===== src/sv/tct_pkg.sv =====
// Package with the types, constants and state codes of the TCP connection tracker.
`timescale 1ns / 1ps
`default_nettype none
package tct_pkg;

  localparam int MaxEntries = 64;
  localparam int IdxW = $clog2(MaxEntries);
  localparam int CntW = $clog2(MaxEntries + 1);
  localparam int CountOutW = 7;

  localparam logic VERDICT_DROP = 1'b0;
  localparam logic VERDICT_ACCEPT = 1'b1;

  localparam logic [1:0] FN_ENFORCE = 2'd0;
  localparam logic [1:0] FN_ADD = 2'd1;
  localparam logic [1:0] FN_LOOKUP = 2'd2;
  localparam logic [1:0] FN_UPDATE = 2'd3;

  localparam logic [3:0] ST_CLOSED = 4'd0;
  localparam logic [3:0] ST_SYN_SENT = 4'd1;
  localparam logic [3:0] ST_SYN_RCVD = 4'd2;
  localparam logic [3:0] ST_EST = 4'd3;
  localparam logic [3:0] ST_FW1 = 4'd4;
  localparam logic [3:0] ST_FW2 = 4'd5;
  localparam logic [3:0] ST_CLOSING = 4'd6;
  localparam logic [3:0] ST_CLOSE_WAIT = 4'd7;
  localparam logic [3:0] ST_LAST_ACK = 4'd8;

  typedef struct packed {
    logic [1:0] func;
    logic [31:0] src_ip;
    logic [15:0] src_l4_port;
    logic [31:0] dst_ip;
    logic [15:0] dst_l4_port;
    logic syn_flag;
    logic ack_flag;
    logic fin_flag;
    logic rst_flag;
    logic [3:0] initial_state;
    logic [15:0] new_proxy_port;
  } in_t;

  typedef struct packed {
    logic verdict_accept;
    logic proxy_found;
    logic [15:0] found_proxy_port;
    logic table_full;
    logic [CountOutW-1:0] entry_count_out;
  } out_t;

  typedef struct packed {
    logic [31:0] src_addr;
    logic [15:0] src_tcp_port;
    logic [31:0] dst_addr;
    logic [15:0] dst_tcp_port;
    logic [3:0] tcp_state;
    logic [15:0] proxy;
  } entry_t;

  typedef struct packed {
    logic shift;
    logic load;
  } cell_ctrl_t;

  typedef struct packed {
    logic rev;
    logic remove;
    logic accept;
    logic [3:0] next_state;
  } rule_t;

endpackage
`default_nettype wire


===== src/sv/tct_cell.sv =====
// One table cell holding a single connection entry in the shifting chain.
`timescale 1ns / 1ps
`default_nettype none
module tct_cell
  import tct_pkg::*;
(
  input wire logic clk_i,
  input wire cell_ctrl_t ctrl_i,
  input wire entry_t load_i,
  input wire entry_t next_i,
  output entry_t entry_o
);

  entry_t entry_q;

  always_ff @(posedge clk_i) begin
    if (ctrl_i.load) begin
      entry_q <= load_i;
    end else if (ctrl_i.shift) begin
      entry_q <= next_i;
    end
  end

  assign entry_o = entry_q;

endmodule
`default_nettype wire


===== config.mk =====
export PLATFORM = sky130hd
export DESIGN_NAME = tct_cell
export DESIGN_NICKNAME = d
export VERILOG_FILES = /design/src/sv/tct_pkg.sv /design/src/sv/tct_cell.sv
export SDC_FILE = /design/constraint.sdc
export NUM_CORES = 1
export LEC_CHECK = 0
export BUFFER_PORTS_ARGS = -buffer_cell sky130_fd_sc_hd__buf_2
export CORE_AREA = 2 2 137 139
export CTS_CLUSTER_SIZE = 16
export DETAILED_ROUTE_END_ITERATION = 10
export DIE_AREA = 0 0 139 141
export GPL_TIMING_DRIVEN = 1
export PLACE_DENSITY = 0.64
export SLEW_MARGIN = 20
export SYNTH_ARGS = -nofsm -noshare
export SYNTH_HDL_FRONTEND = slang
export SYNTH_SLANG_ARGS = --single-unit

===== constraint.sdc =====
create_clock -name clk_i -period 10.9 [get_ports clk_i]
set_input_delay 1.09 -clock clk_i [delete_from_list [all_inputs] [get_ports clk_i]]
set_output_delay 1.09 -clock clk_i [all_outputs]
set_load 0.01 [all_outputs]

==> results of run 1 <==
-- worst max-delay path, stage by stage --
cell and delay (ns):
buf_4 0.60, or2_4 0.73, buf_4 0.72
-- cells by family after synthesis --
group | after synthesis
muxes | 116
and+or+nand+nor | 1
buffers and inverters | 13
DFF | 116
-- cell type report --
cell class	instances	area, um^2	share of cell area
sequential	116	3480	0.463
clock buffer	18	429	0.0571
tap	234	293	0.0389
timing repair buffer	352	1770	0.235
antenna	1	2.50	0.000333
multi-input combinational	117	1420	0.189
clock inverter	13	118	0.0156
-- per-stage QoR --
step                      area (um^2)  hold WS (ns)  instances  utilization
after floorplan                  5000          1.31        246            -
after global placement           6970          1.39        819        0.382
after detailed placement         6970          1.39        819        0.382
after CTS                        7520         0.966        850        0.411
after global routing             7520         0.965        850        0.411
final                            7520         0.991        851        0.412
-- power groups by stage --
stage	Combinational [mW]	Clock [mW]	Sequential, mW
finish	0.179	0.516	0.562
global route	0.194	0.553	0.566
CTS	0.183	0.531	0.563
detailed placement	0.182	0	0.571
global placement	0.179	0	0.570
floorplan	0.0559	0	0.600
-- Yosys cell counts --
master	number
mux2_4	29
buf_6	5
or2_1	1
buf_2	8
edfxtp_1	116
mux2_2	87
-- worst min path at each step --
stage | start | endpoint | slack, ns
5_1_grt | load_i[102] | entry_o[102] | 0.96
6_report | load_i[84] | entry_o[84] | 0.99
2_1_floorplan | load_i[100] | entry_o[100] | 1.31
3_3_place_gp | load_i[94] | entry_o[94] | 1.39
4_1_cts | load_i[84] | entry_o[84] | 0.97
3_5_place_dp | load_i[95] | entry_o[95] | 1.39
-- routing by layer --
| metal | routed length, um | vias to the layer above | global-route usage |
|---|---|---|---|
| met5 | 0 | - | 0 |
| met4 | 267 | 0 | 0.0516 |
| met3 | 1300 | 21 | 0.0567 |
| met2 | 6760 | 215 | 0.231 |
| met1 | 4820 | 1630 | 0.136 |
| li1 | - | 1691 | - |
==> results.ini, run 1 <==
[routing]
drt_first_pass_iters=4
wl_um=13100
via_per_inst=4.18
vias=3557
ant_nets=0
wire_per_inst_um=15.4
drc=0
dr.first_iter.drc_count=74

[synthesis]
avgSynthCellArea_um2=20.3
mappedNetlistNets=481
syn_area_um2=5000
syn_inst=246
yosysSeqAreaShare=0.697
yosys.area_share.simple=0.00125
synthXorXnorAreaFrac=0
synth_compound_area_frac=0
yosysUniqueCellTypes=6
synth_fa_ha_area_frac=0
synth_top_area_share=0.697
synth_warnings=0
yosys-mux-area-fraction=0.283
synth-seq-cells=116
yosys.area.top_type=edfxtp_1
synth_area_leaders=edfxtp_1 (70%), mux2_2 (20%), mux2_4 (8.7%)
synth_top_family_by_area=multiplexers

[critical_path]
worstPathArrival_ns=3.34
path_class=input port to flop
worst-path-max-fanout=63
end_kind=flop
crit_start=ctrl_i[0]
worstPathRequired_ns=10.92
start_kind=input port
endpoint=entry_o[112]

[min_path]
holdCritPathClass=input port to flop
min_path_cells=2

[floorplanning]
io_pins=351
die_w_um=139
die_height_um=141
die_area_um2=19600
rows=50
core_area_um2=18300
initial_core_util=0.274

[final_layout]
final_cell_mix=buf_2 (349), edfxtp_1 (116), mux2_2 (87)
largest_reg_flops=116
nFillCells=1765
drive_gt1_frac=0.804
nets=839
area_delta_synth_final_pct=50.3
final_common_cell=buf_2

[placed_design]
preCtsSetupSlack_ns=7.15
dp_hpwl_um=10200
place_congestion=0.915
portBuffers=350

[pwr]
power_mw=1.26
seq_power_share=0.447
power_frac_clock=0.411
leakage_nw=3.41
pwr-share-comb=0.143
p_int_mw=0.974
swShare=0.225
p_switching_mw=0.283
irDropWorstVdd_mv=0.0941
p_per_area_nw_per_um2=167

[run_status]
status=completed

[global_route]
grtUsageTotal=0.130
grt_pass1_wl_um=19700
antenna_found_initial=0
first_global_vias=3798
gr-total-overflow=0
grt_start_max_net_pins=64

[clock_tree]
clock_sinks=116
cts_made_buffers=17
ctsResizeCount=0
htree_levels=4
cts_hold_buf=0
clk_pin_slew_ns=0.05
clk_path_buf_depth=2
clock-root-buffer=clkbuf_16
cts_setup_buffers=0
cts_tree=done

[sta]
slew_viol_final=0
fmax_mhz=301
maxSlewHeadroom=0.439
finalSetupTns_ns=0
setup_ws_ns=7.58
fin_crit_ns=3.32
hold_violations=0
setup_viol=0
worst_slew_pin_slew_ns=0.842
post-route-period-util=0.304
grt_setup_unrepaired=false

[run]
drv_cap=0

(Power assumes the default switching activity.)
==> inputs of run 2 (changes only) <==
- CORE_AREA: 2 2 137 139 -> 2 2 135 137
- DIE_AREA: 0 0 139 141 -> 0 0 137 139
- PLACE_DENSITY: 0.64 -> 0.65
- clock period: 10.9 -> 3.2 ns (I/O delays scaled with it)
==> run 2 against run 1 <==
- die area shrank 2.8%
- worst hold slack got worse by 0.79 ns
- combinational power grew to 3.5 times the previous value
- power rose to 3.7 times the previous value
- critical path type is now flop to primary output
==> results.ini, run 2 (synthesis results as in run 1) <==
[pwr]
leakage_nw=3.48  ; +2.0%
power_mw=4.66  ; +270%
irDropWorstVdd_mv=0.309  ; +230%
p_per_area_nw_per_um2=609  ; +260%

[global_route]
grt_start_max_net_pins=117  ; +83%
antenna_found_initial=1  ; +1
gr-total-overflow=0  ; unchanged
grt_pass1_wl_um=19000  ; -3.4%
first_global_vias=3888  ; +2.4%
grtUsageTotal=0.134  ; +0.00388

[critical_path]
path_cells=buf_2
worst-path-max-fanout=1  ; -98%
crit_buf_inv=1  ; -1
critPathTopFamily=flip-flops
max_stage_delay_ns=0.41  ; -0.32 ns
worstPathRequired_ns=2.88  ; -8.04 ns
cp_slowest_cell=edfxtp_1
end_kind=primary output
path_class=flop to primary output
start_kind=flop
worstPathArrival_ns=0.98  ; -2.36 ns
worst-path-stages=1  ; -2

[floorplanning]
io_pins=351  ; unchanged
rows=49  ; -2.0%
die_w_um=137  ; -1.4%
die_area_um2=19000  ; -2.8%
core_area_um2=17700  ; -3.3%
initial_core_util=0.283  ; +0.00947
die_height_um=139  ; -1.4%

[min_path]
min_path_cells=2  ; unchanged
holdCritPathClass=input port to flop

[routing]
dr.first_iter.drc_count=108  ; +46%
met2WireLength_um=6890  ; +1.8%
via_per_inst=4.21  ; +0.69%
top_layer_used=met4
ant_nets=0  ; unchanged
wire_per_inst_um=15.7  ; +1.4%
route.met3.wl_um=1320  ; +1.9%
vias=3569  ; +0.34%
wl_um=13300  ; +1.0%
drt_first_pass_iters=4  ; unchanged
wl_met1_um=4790  ; -0.68%
drc=0  ; unchanged

[sta]
setup_viol=0  ; unchanged
grt_setup_unrepaired=false
slew_viol_final=0  ; unchanged
maxSlewHeadroom=0.540  ; +0.101
post-route-period-util=0.405
fin_crit_ns=1.30
fmax_mhz=771
hold_violations=0  ; unchanged
worst_slew_pin_slew_ns=0.690  ; -0.152 ns
finalSetupTns_ns=0  ; unchanged

[clock_tree]
cts_setup_buffers=0  ; unchanged
cts_tree=done
clk_pin_slew_ns=0.06  ; about the same
clock-root-buffer=clkbuf_16
clk_path_buf_depth=2  ; unchanged
htree_levels=4  ; unchanged
clock_sinks=116  ; unchanged
cts_made_buffers=17  ; unchanged
cts_hold_buf=0  ; unchanged
ctsResizeCount=0  ; unchanged

[final_layout]
drive_gt1_frac=0.807  ; +0.00387
final_cell_mix=buf_2 (349), edfxtp_1 (116), mux2_2 (87)
final_util=0.434  ; +0.0223
largest_reg_flops=116  ; unchanged
nets=840  ; +0.12%
final_common_cell=buf_2
area_delta_synth_final_pct=53.2
nFillCells=1622  ; -8.1%

[run_status]
status=completed

[placed_design]
portBuffers=350  ; unchanged
place_congestion=0.829  ; -9.4%
dp_hpwl_um=10200  ; about the same

[run]
drv_cap=0  ; unchanged

run 2: changes by cell type in the layout (fill, tap and decap cells not counted):
cell / change
bufinv_16: +4
clkinvlp_4: -1
buf_12: +2
buf_4: -1
clkinv_1: -2
clkinv_2: -3
clkinv_4: +3
run 2: layout make-up:
cell class                      count  area (um^2)  area share
Antenna cell                        1         2.50    0.000327
Clock buffer                       18          429      0.0560
Clock inverter                     14          234      0.0305
Multi-Input combinational cell    117         1420       0.186
Sequential cell                   116         3480       0.455
Tap cell                          229          287      0.0374
Timing Repair Buffer              353         1800       0.235
run 2: path summary, 6_finish.rpt:
check,startpoint,end
min,next_i[109],entry_o[109]
max,entry_o[0],entry_o[0]
run 2: stage by stage:
| step | worst slack [ns] | area [um^2] | std cells | hold slack, ns |
|---|---|---|---|---|
| after floorplan | 0.595 | 5000 | 246 | 0.537 |
| after global placement | 1.55 | 7000 | 815 | 0.621 |
| after detailed placement | 1.51 | 7000 | 815 | 0.623 |
| after CTS | 1.86 | 7660 | 847 | 0.177 |
| after global routing | 1.86 | 7660 | 848 | 0.183 |
| final | 1.90 | 7660 | 848 | 0.204 |
run 2: per-layer routing:
metal / vias to the layer above / GRT usage
met4: 0 / 0.0613
met5: - / 0
met3: 21 / 0.0577
li1: 1699 / -
met1: 1643 / 0.130
met2: 206 / 0.242
run 2: power breakdown:
group | total [mW] | internal, mW | switching, mW
registers | 1.91 | 1.87 | 0.0423
logic | 0.618 | 0.332 | 0.286
clock network | 2.13 | 1.46 | 0.679
total | 4.66 | 3.66 | 1.01
