===== config.mk =====
export PLATFORM = sky130hd
export DESIGN_NAME = tct_rule
export DESIGN_NICKNAME = d
export VERILOG_FILES = /design/src/sv/tct_pkg.sv /design/src/sv/tct_rule.sv
export SDC_FILE = /design/constraint.sdc
export NUM_CORES = 1
export LEC_CHECK = 0
export BUFFER_PORTS_ARGS = -buffer_cell sky130_fd_sc_hd__buf_2
export CELL_PAD_IN_SITES_DETAIL_PLACEMENT = 1
export CELL_PAD_IN_SITES_GLOBAL_PLACEMENT = 2
export CORE_ASPECT_RATIO = 0.7
export CORE_MARGIN = 2
export CORE_UTILIZATION = 18
export DETAILED_ROUTE_END_ITERATION = 7
export MAX_ROUTING_LAYER = met4
export PLACE_DENSITY = 0.87
export SLEW_MARGIN = 5
export SYNTH_ARGS = -nofsm -noshare
export SYNTH_HDL_FRONTEND = slang
export SYNTH_SLANG_ARGS = --single-unit

===== constraint.sdc =====
create_clock -name vclk -period 5.1
set_input_delay 1.275 -clock vclk [all_inputs]
set_output_delay 1.275 -clock vclk [all_outputs]
set_load 0.1 [all_outputs]

===== src/sv/tct_pkg.sv =====
// Package with the types, constants and state codes of the TCP connection tracker.
`timescale 1ns / 1ps
`default_nettype none
package tct_pkg;

  localparam int MaxEntries = 64;
  localparam int IdxW = $clog2(MaxEntries);
  localparam int CntW = $clog2(MaxEntries + 1);
  localparam int CountOutW = 7;

  localparam logic VERDICT_DROP = 1'b0;
  localparam logic VERDICT_ACCEPT = 1'b1;

  localparam logic [1:0] FN_ENFORCE = 2'd0;
  localparam logic [1:0] FN_ADD = 2'd1;
  localparam logic [1:0] FN_LOOKUP = 2'd2;
  localparam logic [1:0] FN_UPDATE = 2'd3;

  localparam logic [3:0] ST_CLOSED = 4'd0;
  localparam logic [3:0] ST_SYN_SENT = 4'd1;
  localparam logic [3:0] ST_SYN_RCVD = 4'd2;
  localparam logic [3:0] ST_EST = 4'd3;
  localparam logic [3:0] ST_FW1 = 4'd4;
  localparam logic [3:0] ST_FW2 = 4'd5;
  localparam logic [3:0] ST_CLOSING = 4'd6;
  localparam logic [3:0] ST_CLOSE_WAIT = 4'd7;
  localparam logic [3:0] ST_LAST_ACK = 4'd8;

  typedef struct packed {
    logic [1:0] func;
    logic [31:0] src_ip;
    logic [15:0] src_l4_port;
    logic [31:0] dst_ip;
    logic [15:0] dst_l4_port;
    logic syn_flag;
    logic ack_flag;
    logic fin_flag;
    logic rst_flag;
    logic [3:0] initial_state;
    logic [15:0] new_proxy_port;
  } in_t;

  typedef struct packed {
    logic verdict_accept;
    logic proxy_found;
    logic [15:0] found_proxy_port;
    logic table_full;
    logic [CountOutW-1:0] entry_count_out;
  } out_t;

  typedef struct packed {
    logic [31:0] src_addr;
    logic [15:0] src_tcp_port;
    logic [31:0] dst_addr;
    logic [15:0] dst_tcp_port;
    logic [3:0] tcp_state;
    logic [15:0] proxy;
  } entry_t;

  typedef struct packed {
    logic shift;
    logic load;
  } cell_ctrl_t;

  typedef struct packed {
    logic rev;
    logic remove;
    logic accept;
    logic [3:0] next_state;
  } rule_t;

endpackage
`default_nettype wire


===== src/sv/tct_rule.sv =====
// Match test and per-state TCP rules applied to the entry at the head of the chain.
`timescale 1ns / 1ps
`default_nettype none
module tct_rule
  import tct_pkg::*;
(
  input wire entry_t entry_i,
  input wire in_t req_i,
  output rule_t rule_o
);

  logic fwd, rev, syn, ack, fin, rst, enf;

  always_comb begin
    enf = (req_i.func == FN_ENFORCE);
    syn = req_i.syn_flag && enf;
    ack = req_i.ack_flag && enf;
    fin = req_i.fin_flag && enf;
    rst = req_i.rst_flag && enf;
    fwd = (req_i.src_ip == entry_i.src_addr) && (req_i.src_l4_port == entry_i.src_tcp_port) &&
          (req_i.dst_ip == entry_i.dst_addr) && (req_i.dst_l4_port == entry_i.dst_tcp_port) &&
          (rst || fin || ((entry_i.tcp_state == ST_CLOSED) && syn));
    rev = !fwd && (req_i.dst_ip == entry_i.src_addr) &&
          (req_i.dst_l4_port == entry_i.src_tcp_port) &&
          (req_i.src_ip == entry_i.dst_addr) && (req_i.src_l4_port == entry_i.dst_tcp_port);
    rule_o.rev = rev;
    rule_o.remove = 1'b0;
    rule_o.accept = VERDICT_DROP;
    rule_o.next_state = entry_i.tcp_state;
    if (fwd || rev) begin
      if (rst) begin
        rule_o.remove = 1'b1;
        rule_o.accept = VERDICT_ACCEPT;
      end else begin
        case (entry_i.tcp_state)
          ST_CLOSED: begin
            if (syn && !ack && !fin) begin
              rule_o.next_state = rev ? ST_SYN_RCVD : ST_SYN_SENT;
              rule_o.accept = VERDICT_ACCEPT;
            end
          end
          ST_SYN_SENT: begin
            if (syn && ack && !fin) begin
              rule_o.next_state = ST_EST;
              rule_o.accept = VERDICT_ACCEPT;
            end
          end
          ST_SYN_RCVD: begin
            if (ack && !syn && !fin) begin
              rule_o.next_state = ST_EST;
              rule_o.accept = VERDICT_ACCEPT;
            end else if (fin && fwd) begin
              rule_o.next_state = ST_FW1;
            end
          end
          ST_EST: begin
            if (!syn) begin
              if (fin) rule_o.next_state = rev ? ST_CLOSE_WAIT : ST_FW1;
              rule_o.accept = VERDICT_ACCEPT;
            end
          end
          ST_FW1: begin
            if (!syn) begin
              if (ack && fin && rev) rule_o.remove = 1'b1;
              else if (fin && fwd) rule_o.next_state = ST_FW1;
              else if (ack && rev) rule_o.next_state = ST_FW2;
              else if (fin && rev) rule_o.next_state = ST_CLOSING;
              rule_o.accept = VERDICT_ACCEPT;
            end
          end
          ST_FW2: begin
            if (!(syn || (!ack && fwd))) begin
              if (fin && rev) rule_o.remove = 1'b1;
              rule_o.accept = VERDICT_ACCEPT;
            end
          end
          ST_CLOSING: begin
            if (!syn && ack && !fin) begin
              rule_o.remove = rev;
              rule_o.accept = VERDICT_ACCEPT;
            end
          end
          ST_CLOSE_WAIT: begin
            if (!syn) begin
              if (rev) begin
                rule_o.accept = ack;
              end else begin
                if (fin) rule_o.next_state = ST_LAST_ACK;
                rule_o.accept = ack || fin;
              end
            end
          end
          ST_LAST_ACK: begin
            if (!syn && ack && rev) begin
              rule_o.remove = 1'b1;
              rule_o.accept = VERDICT_ACCEPT;
            end
          end
          default: begin
            rule_o.accept = VERDICT_DROP;
          end
        endcase
      end
    end
  end

endmodule
`default_nettype wire


==> results of run 1 <==
## final timing paths
path	startpoint	to	slack [ns]	cells past startpoint
worst max-delay path	entry_i[90]	rule_o[2]	-0.20	13
worst min-delay path	req_i[20]	rule_o[5]	3.06	4
## layout make-up
type	count	area [um^2]
inverter	3	13.8
tap	195	244
fill	1845	9750
multi-input combinational	340	2690
timing repair buffer	295	1840
antenna	2	5.00
## power by group
part	internal [mW]	leakage, nW	switching, mW	total [mW]
clock network	0.0000000524	0.0000127	0	0.0000000524
logic	0.210	2.09	0.221	0.431
registers	0	0	0	0
## cell families (layout without fill, tap and decap cells)
kind of cell	count (synthesis)	after routing	share of synthesized area [%]
XOR/XNOR	194	194	64.0
AND/OR/NAND/NOR	116	116	26.3
AO/OA/AOI/OAI	30	30	8.06
buffers and inverters	10	298	1.65
other	0	2	0
## cells in the final DEF, fill, tap and decap left out, types with 9 or more instances in the layout
master   count
nand4_1     36
nand2_1     15
xor2_1      64
nor2_1      15
buf_2      195
buf_6        9
buf_4       85
nor4_1      21
xnor2_1    128
## metal layers
metal / vias to the layer above / wire, um / global-route usage (%)
met5: - / 0 / -
met4: 0 / 209 / 1.56
met3: 16 / 1150 / 2.42
met2: 176 / 7040 / 32.9
met1: 1783 / 7970 / 29.5
li1: 1827 / - / -
## timing repair
item | 4_1_cts | 5_1_grt
pin swaps | 10 | 5
gates cloned | 0 | 0
gates resized for setup | 11 | 12
setup buffers | 2 | 1
setup endpoints to repair | 5 | 5
hold buffers | 0 | 0
endpoints found under the hold margin | 0 | 0
## per-stage QoR
| step | util, % | TNS, ns | total power [mW] | worst slack, ns | instance area (um^2) |
|---|---|---|---|---|---|
| global route | 32.9 | -0.347 | 0.463 | -0.268 | 4790 |
| floorplan | - | -0.137 | 0.169 | -0.137 | 2670 |
| CTS | 32.4 | -0.118 | 0.427 | -0.118 | 4710 |
| detailed placement | 32.0 | -0.538 | 0.420 | -0.287 | 4650 |
| global placement | 32.0 | -0.394 | 0.413 | -0.207 | 4650 |
| finish | 32.9 | -0.196 | 0.431 | -0.196 | 4790 |
==> impl_metrics.env, run 1 <==
export IMPL_first_pass_iters=4
export IMPL_grt_total_usage_pct=20.7
export IMPL_worstSetupEndpointType="output port"
export IMPL_fin_ws_ns=-0.196
export IMPL_die_area_um2=15700
export IMPL_setup_viol=1
export IMPL_fin_crit_sh_pct=104
export IMPL_min_period_ns=5.30
export IMPL_rsz0062_at_grt="yes"
export IMPL_start_kind="primary input"
export IMPL_yosysWarnings=0
export IMPL_cp_arrival_ns=4.02
export IMPL_nets=878
export IMPL_hp_class="primary input to output port"
export IMPL_grt_pass1_vias=4198
export IMPL_syn_inst=350
export IMPL_cp_data_required_time_ns=3.83
export IMPL_syn_area_per_cell_um2=7.58
export IMPL_crit_path_top_delay_cell="nor4_2"
export IMPL_vias=3802
export IMPL_worstMarginPinSlew_ns=0.633
export IMPL_grt_start_max_net_pins=15
export IMPL_yosysSeqAreaShare_pct=0
export IMPL_core_um2=14500
export IMPL_syn_nets=588
export IMPL_slowest_delay_ns=0.48
export IMPL_ys_types=40
export IMPL_power_leakage_nw=2.09
export IMPL_port_buffers=209
export IMPL_antenna_found_initial=2
export IMPL_io_pins=245
export IMPL_gr_total_overflow=0
export IMPL_die_w_um=149
export IMPL_hpwl_um=15000
export IMPL_drtIter0Drc=200
export IMPL_relSlewSlack_pct=57.5
export IMPL_start_util_pct=18.3
export IMPL_failed_checks="negative setup slack"
export IMPL_crit_chain="buf_2 > xor2_1 > nor4_2 > buf_4 > nand2_1 > nor3_1 > nand4_4 > nand2b_4 > inv_4 > o31a_1 > or3b_1 > a32o_2 > buf_12"
export IMPL_regArea_um2=0
export IMPL_routedWlPerCell_um=19.6
export IMPL_netlist_area_um2=2650
export IMPL_cp_top_family="simple AND/OR/NAND/NOR gates"
export IMPL_dp_cells=830
export IMPL_worst_setup_path_type="primary input to output port"
export IMPL_grt_pass1_wl_um=23800
export IMPL_status="finished with violations"
export IMPL_yosys_top_cells_count="xnor2_1 (130), xor2_1 (64), nand4_1 (36), nor4_1 (25), nor2_1 (16)"
export IMPL_cap_violations=0
export IMPL_gp_congestion=0.987
export IMPL_wirelength_um=16400
export IMPL_yosysMostFrequentCell="xnor2_1"
export IMPL_rows=37
export IMPL_path_max_fanout=2
export IMPL_clkbuf_count=0
export IMPL_finalMaxSlewViolations=0
export IMPL_flops_and_latches=0
export IMPL_path_buf_inv=4
export IMPL_die_h_um=106
export IMPL_drc=0
export IMPL_finalHoldViolCount=0
export IMPL_via_per_inst=4.55
export IMPL_layout_drive_gt1_share_pct=49.7
export IMPL_synth_top_area_share_pct=42.9
export IMPL_stdcell_count=835
export IMPL_powerDensity_nw_per_um2=90.1
export IMPL_holdWs_ns=3.06
export IMPL_peakVddDrop_mv=0.0327
export IMPL_drtAntennaViolNets=0
export IMPL_netlist_top_cells_area="xnor2_1 (43%), xor2_1 (21%), nand4_1 (8.5%)"
export IMPL_yosysTopAreaCell="xnor2_1"
export IMPL_fmax_mhz=189
export IMPL_syn2layout_area_growth_pct=80.4
(Power assumes the default switching activity.)
==> run 2, diff against run 1 <==
--- a/config.mk
+++ b/config.mk
@@ -8,7 +8,7 @@
 export BUFFER_PORTS_ARGS = -buffer_cell sky130_fd_sc_hd__buf_2
 export CELL_PAD_IN_SITES_DETAIL_PLACEMENT = 1
 export CELL_PAD_IN_SITES_GLOBAL_PLACEMENT = 2
-export CORE_ASPECT_RATIO = 0.7
+export CORE_ASPECT_RATIO = 1.2
 export CORE_MARGIN = 2
 export CORE_UTILIZATION = 18
 export DETAILED_ROUTE_END_ITERATION = 7
==> run 2 against run 1 <==
Compared with the run above:
- the run still ends with negative setup slack left
- via count rose by 3.8%
- hold slack got worse by 0.015 ns
- count of clock-buffer cells in the layout did not move
- flip-flop and latch count did not move
- global-route usage rose by 0.57 points
- critical path depth did not move
- maximum frequency rose by 0.81%
- first-iteration DRC count fell by 42%
- worst setup slack improved by 0.042 ns
- wire length rose by 2.7%
- non-clock buffer count rose by 46
- final area rose by 8.9%
- critical path type unchanged
==> impl_metrics.env, run 2 (same netlist as run 1, synthesis figures left out) <==
export IMPL_status="finished with violations"
export IMPL_failed_checks="negative setup slack"
export IMPL_die_w_um=115
export IMPL_powerDensity_nw_per_um2=88.0
export IMPL_cp_arrival_ns=3.98
export IMPL_crit_chain="buf_2 > xor2_4 > nor4_4 > buf_4 > nand4_1 > nor4_4 > nand4_4 > nand2b_4 > inv_4 > o31a_1 > or3b_1 > a32o_2 > buf_12"
export IMPL_layout_common_cells="buf_2 (194), buf_4 (132), xnor2_1 (130)"
export IMPL_flops_and_latches=0
export IMPL_nets=924
export IMPL_gp_congestion=0.922
export IMPL_path_buf_inv=4
export IMPL_power_leakage_nw=2.32
export IMPL_start_kind="primary input"
export IMPL_rows=48
export IMPL_worst_setup_path_type="primary input to output port"
export IMPL_slowest_delay_ns=0.43
export IMPL_core_um2=14400
export IMPL_ctsHoldBuffers=0
export IMPL_die_h_um=137
export IMPL_hp_class="primary input to output port"
export IMPL_tns_ns=-0.272
export IMPL_syn2layout_area_growth_pct=96.4
export IMPL_vias=3945
export IMPL_worstSetupEndpointType="output port"
export IMPL_setup_viol=2
export IMPL_wirelength_um=16800
export IMPL_finalMaxSlewViolations=0
export IMPL_worstMarginPinSlew_ns=0.791
export IMPL_peakVddDrop_mv=0.0355
export IMPL_stdcell_area_um2=5210
export IMPL_antenna_found_initial=4
export IMPL_cap_violations=0
export IMPL_place_area_um2=4920
export IMPL_cp_data_required_time_ns=3.83
export IMPL_final_common_cell="buf_2"
export IMPL_routedWlPerCell_um=19.5
export IMPL_via_per_inst=4.57
export IMPL_fin_crit_sh_pct=103
export IMPL_start_util_pct=18.4
export IMPL_port_buffers=209
export IMPL_drtAntennaViolNets=0
export IMPL_gr_total_overflow=0
export IMPL_path_common_cell="nor4_4"
export IMPL_min_period_ns=5.25
export IMPL_grt_pass1_wl_um=24500
export IMPL_finalHoldViolCount=0
export IMPL_rsz0062_at_grt="yes"
export IMPL_first_pass_iters=4
export IMPL_grt_total_usage_pct=21.3
export IMPL_grt_pass1_vias=4510
export IMPL_crit_path_top_delay_cell="nor4_4"
export IMPL_die_area_um2=15700
export IMPL_regArea_um2=0
export IMPL_drc=0
export IMPL_drtIter0Drc=117
export IMPL_path_max_fanout=3
export IMPL_clkbuf_count=0
export IMPL_hpwl_um=15300
export IMPL_grt_start_max_net_pins=15
export IMPL_fmax_mhz=190
export IMPL_fin_ws_ns=-0.154
export IMPL_layout_drive_gt1_share_pct=53.9
export IMPL_cp_top_family="simple AND/OR/NAND/NOR gates"
export IMPL_relSlewSlack_pct=46.8
export IMPL_holdWs_ns=3.04
export IMPL_io_pins=245
[run 2: path summary, 6_finish.rpt]
path | startpoint | to | slack, ns | cells past startpoint
min | req_i[20] | rule_o[5] | 3.04 | 4
max | req_i[51] | rule_o[2] | -0.15 | 13
[run 2: layer usage]
metal	track usage (%)	up-vias	share of wire (%)	wire length, um
met3	2.75	22	5.4	906
met1	22.3	1853	37	6280
li1	-	1917	-	-
met4	4.95	0	2.7	450
met5	-	-	0	0
met2	41.7	153	55	9180
[run 2: cell type report]
type | instances | area (um^2)
inverters | 3 | 13.8
multi-input cells | 340 | 2770
fillers | 1831 | 9200
diodes | 4 | 10.0
well taps | 175 | 219
repair buffers | 341 | 2200
[run 2: where the power goes]
group | internal [mW] | switching, mW | leakage, nW
registers | 0 | 0 | 0
logic | 0.235 | 0.224 | 2.32
clock network | 0.000000105 | 0 | 0.0000254
[run 2: through the flow]
step / std cells / total power, mW / setup WS [ns] / utilization (%)
2_1_floorplan: 350 / 0.169 / -0.137 / -
3_3_place_gp: 852 / 0.432 / -0.291 / 34.1
3_5_place_dp: 852 / 0.438 / -0.367 / 34.1
4_1_cts: 856 / 0.450 / -0.138 / 35.1
5_1_grt: 863 / 0.493 / -0.222 / 36.2
6_report: 863 / 0.459 / -0.154 / 36.2
[run 2: repair_timing]
action,4_1_cts,5_1_grt
endpoints found under the hold margin,0,0
resized for setup,21,24
cloned,0,0
setup buffers,5,3
pin swaps,13,9
endpoints found under the setup margin,5,5
